==> src/rtl/oal_pkg.sv <==
// Shared constants and types for the ordered array list block.
`timescale 1ns / 1ps

package oal_pkg;

   // Field widths of the request and response words
   localparam int OP_W    = 3;
   localparam int POS_W   = 7;
   localparam int VALUE_W = 32;

   // Default list capacity
   localparam int LIST_SIZE_DEF = 64;

   // Operation codes carried in the request word
   typedef enum logic [OP_W-1:0] {
      OP_INSERT = 3'd0,
      OP_DELETE = 3'd1,
      OP_GET    = 3'd2,
      OP_LOCATE = 3'd3,
      OP_CLEAR  = 3'd4
   } op_type;

endpackage

==> src/rtl/oal_chan_if.sv <==
// Request and response channel interfaces of the ordered array list.
`timescale 1ns / 1ps

interface oal_req_if;
   logic                               valid;
   logic                               ready;
   logic [oal_pkg::OP_W-1:0]           op;
   logic [oal_pkg::POS_W-1:0]          position;
   logic signed [oal_pkg::VALUE_W-1:0] value;

   modport source (output valid, op, position, value, input ready);
   modport sink   (input valid, op, position, value, output ready);
endinterface

interface oal_rsp_if;
   logic                               valid;
   logic                               ready;
   logic                               ok;
   logic signed [oal_pkg::VALUE_W-1:0] data_out;
   logic [oal_pkg::POS_W-1:0]          found_position;
   logic [oal_pkg::POS_W-1:0]          count_out;

   modport source (output valid, ok, data_out, found_position, count_out, input ready);
   modport sink   (input valid, ok, data_out, found_position, count_out, output ready);
endinterface

==> src/rtl/ordered_array_list_core.sv <==
// Ordered array list: positional insert, delete, get, locate and clear over a RAM.
// Usage:
//  - req_ch carries one operation word per handshake (op, position, value);
//    rsp_ch returns exactly one response word per request, in order.
//  - A request is taken only while the sequencer is idle; req_ch.ready is low
//    while an operation walks the list.
//  - Insert, delete, get and locate step through the element RAM with one read
//    per cycle, pipelined against one write per cycle. Insert visits the
//    entries at and above the position, delete the entries from the position
//    up, get one entry, locate entries until the first match. The walk runs
//    through the single RAM read port; clear, undefined and rejected requests
//    skip it. The next request is taken once the result has passed to the
//    response register.
//  - The response register parts the two sides: a new request is taken while
//    an earlier response still waits. If rsp_ch stalls, the finished result
//    holds in the sequencer until the response register frees up.
//  - Synchronous reset empties the list (count 0) and drops any pending
//    response. RAM contents are not cleared; entries beyond the count are
//    never read.
`timescale 1ns / 1ps

module ordered_array_list_core #(
   parameter int LIST_SIZE = oal_pkg::LIST_SIZE_DEF
) (
   input  logic             clock,
   input  logic             reset,
   oal_req_if.sink          req_ch,
   oal_rsp_if.source        rsp_ch
);

   localparam int AW = $clog2(LIST_SIZE);
   localparam int CW = $clog2(LIST_SIZE + 1);
   localparam int XW = ((CW > oal_pkg::POS_W) ? CW : oal_pkg::POS_W) + 1;
   localparam int VW = oal_pkg::VALUE_W;
   localparam int PW = oal_pkg::POS_W;

   typedef enum logic [1:0] {
      ST_IDLE,
      ST_WALK,
      ST_FINISH
   } state_type;

   // Control and working registers
   state_type                state_ff, state_in;
   logic [CW-1:0]            count_ff, count_in;
   logic [oal_pkg::OP_W-1:0] op_ff, op_in;
   logic [VW-1:0]            val_ff, val_in;
   logic [AW-1:0]            tgt_ff, tgt_in;
   logic                     ok_ff, ok_in;
   logic [VW-1:0]            data_ff, data_in;
   logic [CW-1:0]            found_ff, found_in;

   // Read walker and one-deep read pipe
   logic                     rd_go_ff, rd_go_in;
   logic [AW-1:0]            rd_ptr_ff, rd_ptr_in;
   logic [AW-1:0]            end_ptr_ff, end_ptr_in;
   logic                     down_ff, down_in;
   logic                     pv_ff, pv_in;
   logic [AW-1:0]            pa_ff, pa_in;

   // Response register
   logic                     rsp_valid_ff, rsp_valid_in;
   logic                     rsp_ok_ff, rsp_ok_in;
   logic [VW-1:0]            rsp_data_ff, rsp_data_in;
   logic [PW-1:0]            rsp_found_ff, rsp_found_in;
   logic [PW-1:0]            rsp_count_ff, rsp_count_in;

   // Element RAM
   logic [VW-1:0]            mem [LIST_SIZE];
   logic                     mem_we;
   logic [AW-1:0]            mem_waddr;
   logic [VW-1:0]            mem_wdata;
   logic [AW-1:0]            mem_raddr;
   logic [VW-1:0]            mem_rdata_ff;

   // Request checks
   logic [XW-1:0]            pos_x;
   logic [XW-1:0]            cnt_x;
   logic                     ins_ok;
   logic                     rd_ok;
   logic [AW-1:0]            pos_m1;
   logic [AW-1:0]            cnt_m1;

   assign pos_x  = XW'(req_ch.position);
   assign cnt_x  = XW'(count_ff);
   assign ins_ok = (pos_x != '0) && (pos_x <= cnt_x + XW'(1)) && (cnt_x < XW'(LIST_SIZE));
   assign rd_ok  = (pos_x != '0) && (pos_x <= cnt_x);
   assign pos_m1 = AW'(pos_x - XW'(1));
   assign cnt_m1 = AW'(cnt_x - XW'(1));

   assign req_ch.ready = (state_ff == ST_IDLE);
   assign mem_raddr    = rd_ptr_ff;

   // Sequencer next-state logic
   always_comb begin
      state_in     = state_ff;
      count_in     = count_ff;
      op_in        = op_ff;
      val_in       = val_ff;
      tgt_in       = tgt_ff;
      ok_in        = ok_ff;
      data_in      = data_ff;
      found_in     = found_ff;
      rd_go_in     = rd_go_ff;
      rd_ptr_in    = rd_ptr_ff;
      end_ptr_in   = end_ptr_ff;
      down_in      = down_ff;
      pv_in        = 1'b0;
      pa_in        = pa_ff;
      rsp_valid_in = rsp_valid_ff & ~rsp_ch.ready;
      rsp_ok_in    = rsp_ok_ff;
      rsp_data_in  = rsp_data_ff;
      rsp_found_in = rsp_found_ff;
      rsp_count_in = rsp_count_ff;
      mem_we       = 1'b0;
      mem_waddr    = tgt_ff;
      mem_wdata    = val_ff;

      unique case (state_ff)
         ST_IDLE: begin
            if (req_ch.valid) begin
               op_in    = req_ch.op;
               val_in   = req_ch.value;
               tgt_in   = pos_m1;
               ok_in    = 1'b0;
               data_in  = '0;
               found_in = '0;
               rd_go_in = 1'b0;
               state_in = ST_FINISH;
               unique case (req_ch.op)
                  oal_pkg::OP_INSERT: begin
                     if (ins_ok) begin
                        ok_in      = 1'b1;
                        state_in   = ST_WALK;
                        rd_go_in   = (pos_x != cnt_x + XW'(1));
                        rd_ptr_in  = cnt_m1;
                        end_ptr_in = pos_m1;
                        down_in    = 1'b1;
                     end
                  end
                  oal_pkg::OP_DELETE, oal_pkg::OP_GET: begin
                     if (rd_ok) begin
                        ok_in      = 1'b1;
                        state_in   = ST_WALK;
                        rd_go_in   = 1'b1;
                        rd_ptr_in  = pos_m1;
                        end_ptr_in = (req_ch.op == oal_pkg::OP_DELETE) ? cnt_m1 : pos_m1;
                        down_in    = 1'b0;
                     end
                  end
                  oal_pkg::OP_LOCATE: begin
                     state_in   = ST_WALK;
                     rd_go_in   = (count_ff != '0);
                     rd_ptr_in  = '0;
                     end_ptr_in = cnt_m1;
                     down_in    = 1'b0;
                  end
                  oal_pkg::OP_CLEAR: begin
                     ok_in    = 1'b1;
                     count_in = '0;
                  end
                  default: begin
                     ok_in = 1'b0;
                  end
               endcase
            end
         end

         ST_WALK: begin
            // issue side: one read per cycle toward the end pointer
            if (rd_go_ff) begin
               pv_in = 1'b1;
               pa_in = rd_ptr_ff;
               if (rd_ptr_ff == end_ptr_ff) begin
                  rd_go_in = 1'b0;
               end else begin
                  rd_ptr_in = down_ff ? rd_ptr_ff - AW'(1) : rd_ptr_ff + AW'(1);
               end
            end
            // consume side: data of last cycle's read
            if (pv_ff) begin
               unique case (op_ff)
                  oal_pkg::OP_INSERT: begin
                     mem_we    = 1'b1;
                     mem_waddr = pa_ff + AW'(1);
                     mem_wdata = mem_rdata_ff;
                  end
                  oal_pkg::OP_DELETE: begin
                     if (pa_ff == tgt_ff) begin
                        data_in = mem_rdata_ff;
                     end else begin
                        mem_we    = 1'b1;
                        mem_waddr = pa_ff - AW'(1);
                        mem_wdata = mem_rdata_ff;
                     end
                  end
                  oal_pkg::OP_GET: begin
                     data_in = mem_rdata_ff;
                  end
                  oal_pkg::OP_LOCATE: begin
                     if (mem_rdata_ff == val_ff) begin
                        found_in = CW'(pa_ff) + CW'(1);
                        ok_in    = 1'b1;
                        rd_go_in = 1'b0;
                        pv_in    = 1'b0;
                     end
                  end
                  default: begin
                  end
               endcase
            end
            // walk done: place the new word (insert) or shrink the count (delete), then finish
            if (!rd_go_ff && !pv_ff) begin
               state_in = ST_FINISH;
               if (op_ff == oal_pkg::OP_INSERT) begin
                  mem_we    = 1'b1;
                  mem_waddr = tgt_ff;
                  mem_wdata = val_ff;
                  count_in  = count_ff + CW'(1);
               end else if (op_ff == oal_pkg::OP_DELETE) begin
                  count_in = count_ff - CW'(1);
               end
            end
         end

         ST_FINISH: begin
            // hand the result over once the response register is free
            if (!rsp_valid_ff || rsp_ch.ready) begin
               rsp_valid_in = 1'b1;
               rsp_ok_in    = ok_ff;
               rsp_data_in  = data_ff;
               rsp_found_in = PW'(found_ff);
               rsp_count_in = PW'(count_ff);
               state_in     = ST_IDLE;
            end
         end

         default: begin
            state_in = ST_IDLE;
         end
      endcase
   end

   // State and registered outputs
   always_ff @(posedge clock) begin
      if (reset) begin
         state_ff     <= ST_IDLE;
         count_ff     <= '0;
         rd_go_ff     <= 1'b0;
         pv_ff        <= 1'b0;
         rsp_valid_ff <= 1'b0;
      end else begin
         state_ff     <= state_in;
         count_ff     <= count_in;
         rd_go_ff     <= rd_go_in;
         pv_ff        <= pv_in;
         rsp_valid_ff <= rsp_valid_in;
      end
      op_ff        <= op_in;
      val_ff       <= val_in;
      tgt_ff       <= tgt_in;
      ok_ff        <= ok_in;
      data_ff      <= data_in;
      found_ff     <= found_in;
      rd_ptr_ff    <= rd_ptr_in;
      end_ptr_ff   <= end_ptr_in;
      down_ff      <= down_in;
      pa_ff        <= pa_in;
      rsp_ok_ff    <= rsp_ok_in;
      rsp_data_ff  <= rsp_data_in;
      rsp_found_ff <= rsp_found_in;
      rsp_count_ff <= rsp_count_in;
   end

   // Element RAM: one write port, one registered read port
   always_ff @(posedge clock) begin
      if (mem_we) begin
         mem[mem_waddr] <= mem_wdata;
      end
      mem_rdata_ff <= mem[mem_raddr];
   end

   assign rsp_ch.valid          = rsp_valid_ff;
   assign rsp_ch.ok             = rsp_ok_ff;
   assign rsp_ch.data_out       = rsp_data_ff;
   assign rsp_ch.found_position = rsp_found_ff;
   assign rsp_ch.count_out      = rsp_count_ff;

   // Checks
   a_count_bound: assert property (@(posedge clock) disable iff (reset)
      count_ff <= CW'(LIST_SIZE))
      else $error("list count above capacity");

   a_walk_quiet: assert property (@(posedge clock) disable iff (reset)
      state_ff != ST_WALK |-> (!rd_go_ff && !pv_ff))
      else $error("read walker active outside walk");

   a_count_step: assert property (@(posedge clock) disable iff (reset)
      (count_ff != '0 && count_ff != $past(count_ff)) |->
      (count_ff == $past(count_ff) + CW'(1) || count_ff == $past(count_ff) - CW'(1)))
      else $error("count moved by more than one");

   a_rsp_source: assert property (@(posedge clock) disable iff (reset)
      $rose(rsp_valid_ff) |-> $past(state_ff == ST_FINISH))
      else $error("response raised outside finish");

endmodule

==> src/flat_wrapper.sv <==
// flat-port wrapper written by rule: the top's interface ports become plain ports
module ordered_array_list_core_flat 
#(
   parameter int LIST_SIZE = oal_pkg::LIST_SIZE_DEF
)
  (clock, reset, req_ch_valid, req_ch_op, req_ch_position, req_ch_value, req_ch_ready, rsp_ch_valid, rsp_ch_ok, rsp_ch_data_out, rsp_ch_found_position, rsp_ch_count_out, rsp_ch_ready);
  oal_req_if req_ch_i ();
  oal_rsp_if rsp_ch_i ();
  input  logic clock;
  input  logic reset;
  input wire logic [$bits(req_ch_i.valid)-1:0] req_ch_valid;
  input wire logic [$bits(req_ch_i.op)-1:0] req_ch_op;
  input wire logic [$bits(req_ch_i.position)-1:0] req_ch_position;
  input wire logic [$bits(req_ch_i.value)-1:0] req_ch_value;
  output wire logic [$bits(req_ch_i.ready)-1:0] req_ch_ready;
  output wire logic [$bits(rsp_ch_i.valid)-1:0] rsp_ch_valid;
  output wire logic [$bits(rsp_ch_i.ok)-1:0] rsp_ch_ok;
  output wire logic [$bits(rsp_ch_i.data_out)-1:0] rsp_ch_data_out;
  output wire logic [$bits(rsp_ch_i.found_position)-1:0] rsp_ch_found_position;
  output wire logic [$bits(rsp_ch_i.count_out)-1:0] rsp_ch_count_out;
  input wire logic [$bits(rsp_ch_i.ready)-1:0] rsp_ch_ready;
  assign req_ch_i.valid = req_ch_valid;
  assign req_ch_i.op = req_ch_op;
  assign req_ch_i.position = req_ch_position;
  assign req_ch_i.value = req_ch_value;
  assign req_ch_ready = req_ch_i.ready;
  assign rsp_ch_valid = rsp_ch_i.valid;
  assign rsp_ch_ok = rsp_ch_i.ok;
  assign rsp_ch_data_out = rsp_ch_i.data_out;
  assign rsp_ch_found_position = rsp_ch_i.found_position;
  assign rsp_ch_count_out = rsp_ch_i.count_out;
  assign rsp_ch_i.ready = rsp_ch_ready;
  ordered_array_list_core #(.LIST_SIZE(LIST_SIZE)) u_core (.clock(clock), .reset(reset), .req_ch(req_ch_i), .rsp_ch(rsp_ch_i));
endmodule
==> config.mk <==
export PLATFORM = sky130hd
export DESIGN_NAME = ordered_array_list_core_flat
export DESIGN_NICKNAME = d
export VERILOG_FILES = /design/src/rtl/oal_pkg.sv /design/src/rtl/oal_chan_if.sv /design/src/rtl/ordered_array_list_core.sv /design/src/flat_wrapper.sv
export SDC_FILE = /design/constraint.sdc
export NUM_CORES = 2
export LEC_CHECK = 0
export CORE_AREA = 2 2 424 426
export CTS_BUF_LIST = sky130_fd_sc_hd__clkbuf_16
export DETAILED_ROUTE_END_ITERATION = 8
export DIE_AREA = 0 0 426 428
export DONT_BUFFER_PORTS = 1
export PLACE_DENSITY = 0.66
export SETUP_SLACK_MARGIN = 0.02
export SYNTH_ARGS = -nofsm -noshare
export SYNTH_HDL_FRONTEND = slang
export SYNTH_SLANG_ARGS = --single-unit
==> constraint.sdc <==
create_clock -name clock -period 5.1 [get_ports clock]
set_input_delay 0.765 -clock clock [delete_from_list [all_inputs] [get_ports clock]]
set_output_delay 0.765 -clock clock [all_outputs]
set_load 0.02 [all_outputs]
Yosys cells after proc, flatten, opt, wreduce, memory -nomap -nowiden. Memory sizes are Yosys's and may differ from the RTL's. A register that Yosys moved wholly into a read port is not among the register bits. Cells that the tools add are included.

Flip-flop bits (word level): 159. Bits in writable memories: 2048. Input bits: 46. Logic and storage cells: 174. Memories kept: 1.

$add $sub $neg: 10. Magnitude comparators: 3. Eq/ne operators: 30. Mux-type cells: 81. Bitwise logic cells: 3. Reductions and logical operators: 27.

Memories: u_core.mem (words 64, width 32, read ports 1, clocked after Yosys merged registers in 1, wr ports 1, line ordered_array_list_core.sv:69) `logic [VW-1:0] mem [LIST_SIZE];`.

Operators by type and width (number): 32-bit two-way mux (8); 32-bit case mux with 2 select lines (3); 6-bit two-way mux (14); 7-bit two-way mux (9); 6-bit case mux with 3 select lines (2); 32-bit == test (1); 1-bit two-way mux (28); 7-bit case mux with 2 select lines (2); 6-bit case mux with 2 select lines (2); 6-bit by 1-bit subtractor with 6-bit output (second input constant) (4); 5-bit AND reduction (4); 2-bit by 1-bit != test with 1-bit output (second input constant) (8); 6-bit by 1-bit adder with 6-bit output (second input constant) (2); 3-bit by 2-bit == test with 1-bit output (second input constant) (4); 6-bit == test (2); 3-bit by 2-bit != test with 1-bit output (second input constant) (4); 2-bit case mux with 3 select lines (2); 2-bit two-way mux (5); 1-bit case mux with 3 select lines (3); 7-bit by 1-bit adder with 8-bit output (second input constant) (1); 7-bit by 8-bit less-or-equal comparator with 1-bit output (1); 7-bit by 8-bit != test with 1-bit output (1); 2-bit AND reduction (4); 8-bit nonzero test (1); 26 further kinds (39).

Logic depth before layout (Yosys ltp).
Depth in word-level cells: 9. Mapped depth: 11. Depth with buffers taken out: 10.

Least setup slack after synthesis. OpenSTA, ideal clock, no wires.

Path type: reg-to-reg. Start point: register u_core.pa_ff[0]. End point: memory u_core.mem[60][0] (netlist name) (enable). Setup time: 461 ps. Arrival: 4384 ps. Required time: 4639 ps. Slack: 255 ps. Stages on the path, launching flop included: 11. Buffers on the path: 4. Clock period less this slack: 4845 ps. Cells stage by stage: edfxtp_1 buf_6 xor2_1 nor4_4 a31o_1 buf_4 a32oi_1 or3_1 buf_2 buf_6 nor3_1.

Cells in the longest elaborated chain, start to end: 9. Elaborated cells on any way between the ends: 17. Those cells by class: 2 x add/sub; 1 x eq/ne; 14 x mux.

RTL lines: from (decl) (line ordered_array_list_core.sv:59) `logic [AW-1:0] pa_ff, pa_in;`; from (signal assigned) (line ordered_array_list_core.sv:268) `pa_ff <= pa_in;`; branches (longest 9 deep; another with 6-bit by 1-bit subtractor with 6-bit output); to (decl) (line ordered_array_list_core.sv:69).

Parallel ways; which one is timed is not known.

Final worst setup path.
Start point: register u_core.pa_ff[0]. End point: memory u_core.mem[7][18] (netlist name) (enable).

Same word-level chain as after synthesis.

==> impl_metrics.csv <==
group,metric,value,unit
timing,worst_slack,0.969,ns
synthesis,netlist_area,86700,um^2
global_route,grt_overflow,0,
worst_setup_path,crit_path_end_kind,"flip-flop",
route,via_per_inst,6.24,
worst_setup_path,r2r-start,"u_core.pa_ff[0]",
route,wl_met3,19.6,mm
global_route,grt_first_pass_wirelength,307,mm
route,drt-met1-wl,86.2,mm
global_route,grt_usage,23.7,%
route,routedWlPerCell,32.2,um
global_route,grt_pass1_vias,41200,
synthesis,syn_nets,3984,
cts,cts-root-buf,"clkbuf_16",
timing,finalCriticalPeriod,4.13,ns
global_route,antenna_found_initial,10,
worst_setup_path,critPathLaunchType,"flip-flop",
timing,rsz0062_at_grt,"false",
place,io_buffers,0,
worst_hold_path,min_path_type,"in2reg",
route,wl_met2,104,mm
worst_setup_path,worstPathRequired,5.62,ns
cts,cts_buffer_depth,3,
worst_setup_path,cp_max_fo,32,
worst_setup_path,cp.arrival,4.65,ns
timing,slew_headroom,7.38,%
synthesis,yosysSeqAreaShare,77.0,%
timing,worst_pin_slew,1.39,ns
synthesis,synthArstFlopShare,0,%
cts,htreeDepth,4,
pwr,leakage,31.2,nW
synthesis,synth_edf_count,2195,
timing,clock_skew,0.0833,ns
floorplan,dieArea,182000,um^2
route,ant_nets,0,
synthesis,syn_inst,3906,
route,drt_iter0_drc,5594,
cts,cts_resized,0,
route,drtPass1Iterations,6,
synthesis,ys.flop_type,"edfxtp_1",
synthesis,ys_types,65,
worst_setup_path,cp_cell_sequence,"xor2_1 -> nor4_4 -> a21oi_1 -> o21a_1 -> a32oi_2 -> buf_4 -> nor3_2 -> buf_4",
synthesis,synth-seq-cells,2239,
cts,numCtsBuffers,218,
pwr,p_per_area,389,nW/um^2
timing,finalSetupTns,0,ns
place,dpl.hpwl,133,mm
floorplan,die_width,426,um
place,place_inst,6241,
synthesis,yosys_warnings,0,
route,wl,215,mm
timing,fmax,242,MHz
floorplan,initial_core_util,48.8,%
cells_and_area,final_nets,4215,
cells_and_area,syn2layout_area_growth,13.5,%
route,drc,0,
status,status,"completed",
global_route,grt_max_degree,82,
place,dp_slack,1.16,ns
timing,report.final.slew_viol_count,0,
floorplan,pin_count,95,
worst_setup_path,cpPeakStageDelay,1.08,ns
pwr,ir_worst_vdd,313,uV
worst_setup_path,reg2reg_slack,0.97,ns
worst_setup_path,slowest_stage,"a32oi_2",
floorplan,die_h,428,um
cts,cts_tree,"built",
worst_setup_path,critPathMostFrequentCell,"buf_4",
timing,finalSetupViolations,0,
route,top_layer,"met5",
synthesis,avgSynthCellArea,22.2,um^2
worst_hold_path,min-delay-start,"req_ch_value[29]",
floorplan,num_rows,155,
timing,hold_violations,0,
place,gp_congestion,0.934,
cts,clk_pin_slew,0.07,ns
cts,clock-sinks,2239,
floorplan,core_area,178000,um^2
worst_setup_path,cp-startpoint,"u_core.pa_ff[0]",
cells_and_area,final_cells,6677,
route,vias,41700,
worst_setup_path,worstSetupPathType,"reg2reg",
job,drv_cap,0,
cells_and_area,drive_gt1_share,28.2,%
timing,timing.final.crit_share,81.0,%
cts,insertion_delay,0.87,ns
placed cells by master, fill, tap and decap left out, types with 43 or more instances in the layout:
master,n
edfxtp_1,2195
mux4_2,602
clkbuf_16,221
buf_4,178
nand2_1,117
inv_1,79
a22oi_1,60
and2_1,53
a21oi_1,52
clkinv_1,49
nor2_1,48
nor3_2,45
o21ai_0,43
dfxtp_1,43
worst paths after layout:
check	end	cells after the start
worst max-delay path	u_core.mem[7][18]	8
worst min register to register	u_core.rsp_ch.data_out[30]	0
worst min-delay path	u_core.val_ff[29]	0
worst max register to register	u_core.mem[7][18]	8
stage by stage:
step	cell area, um^2	hold slack (ns)	util, %	total power (W)
6_report	98400	0.0645	55.4	0.0383
5_1_grt	98400	0.0240	55.4	0.0394
4_1_cts	98400	0.00839	55.4	0.0385
3_5_place_dp	91200	0.405	51.3	0.0233
3_3_place_gp	91200	0.403	51.3	0.0233
2_1_floorplan	86700	0.400	-	0.0223
final cells by class:
cell class / instances / area (um^2)
clock buffer: 221 / 5530
multi-input combinational: 1421 / 19600
inverter: 28 / 105
antenna: 3 / 7.51
sequential: 2239 / 66800
timing repair buffer: 229 / 2050
fill: 13200 / 79300
tap: 2355 / 2950
clock inverter: 181 / 1360
worst max-delay path, delay by kind of cell, from the launching register on:
family	cells	cell delay (ns)
compound gates	3	1.52
xor+xnor	1	0.27
buf+inv	2	0.76
flops	1	0.60
simple gates	2	0.62
kinds of logic (layout without fill, tap and decap cells):
logic type      count (synthesis)  after routing  share of synthesized area (%)
flops                        2239           2239                           77.0
compound gates                301            301                           2.27
other cells                     0              3                              0
buf+inv                       246            659                           1.24
mux                           630            630                           16.0
xor+xnor                       68             68                          0.687
simple gates                  390            390                           2.34
fa+ha+maj                      32             32                          0.479
timing repair:
action                    in CTS  in global routing
hold buffers                  31                  0
hold endpoints to repair      39                  0
setup buffers                  0                  0
cells in the mapped netlist, types with 7 or more instances:
cell type	number	share of area, %
edfxtp_1	2195	76
mux4_2	602	16
nand2_1	117	0.51
clkbuf_1	114	0.49
o21ai_0	74	0.43
buf_2	67	0.39
a22oi_1	60	0.52
nor3_1	59	0.34
a21oi_1	53	0.31
and2_1	53	0.38
nor2_1	48	0.21
dfxtp_1	44	1.0
xor2_1	41	0.41
a211oi_1	40	0.35
ha_1	30	0.43
nor2b_1	30	0.22
inv_1	28	0.12
buf_1	27	0.12
xnor2_1	27	0.27
mux2i_1	25	0.29
nor3_2	19	0.22
a31oi_1	18	0.13
nand3_1	18	0.10
nand2b_1	10	0.072
o22ai_1	9	0.065
or3_1	9	0.065
nor4_1	8	0.058
a221oi_1	7	0.071
nand4_1	7	0.050
routing by layer:
layer / global-route usage, % / vias to the layer above
met1: 34.1 / 22400
met4: 6.29 / 2
met3: 5.18 / 303
met5: 0 / -
met2: 37.0 / 2059
li1: - / 16900
state kept, by name, indices dropped and copies added (netlist names), 7 cells and up:
register and cells:
u_core.mem 2048, u_core.rsp_ch.data_out 32, u_core.found_ff 7, u_core.count_ff 7, u_core.rsp_ch.count_out 7, u_core.mem_rdata_ff 32
u_core.val_ff 32, u_core.data_ff 32, u_core.rsp_ch.found_position 7
power breakdown:
group          internal (W)  switching [W]
sequential           0.0205       0.000219
combinational      0.000771        0.00149
clock               0.00842        0.00692
total                0.0296        0.00863
(Power assumes the default switching activity.)
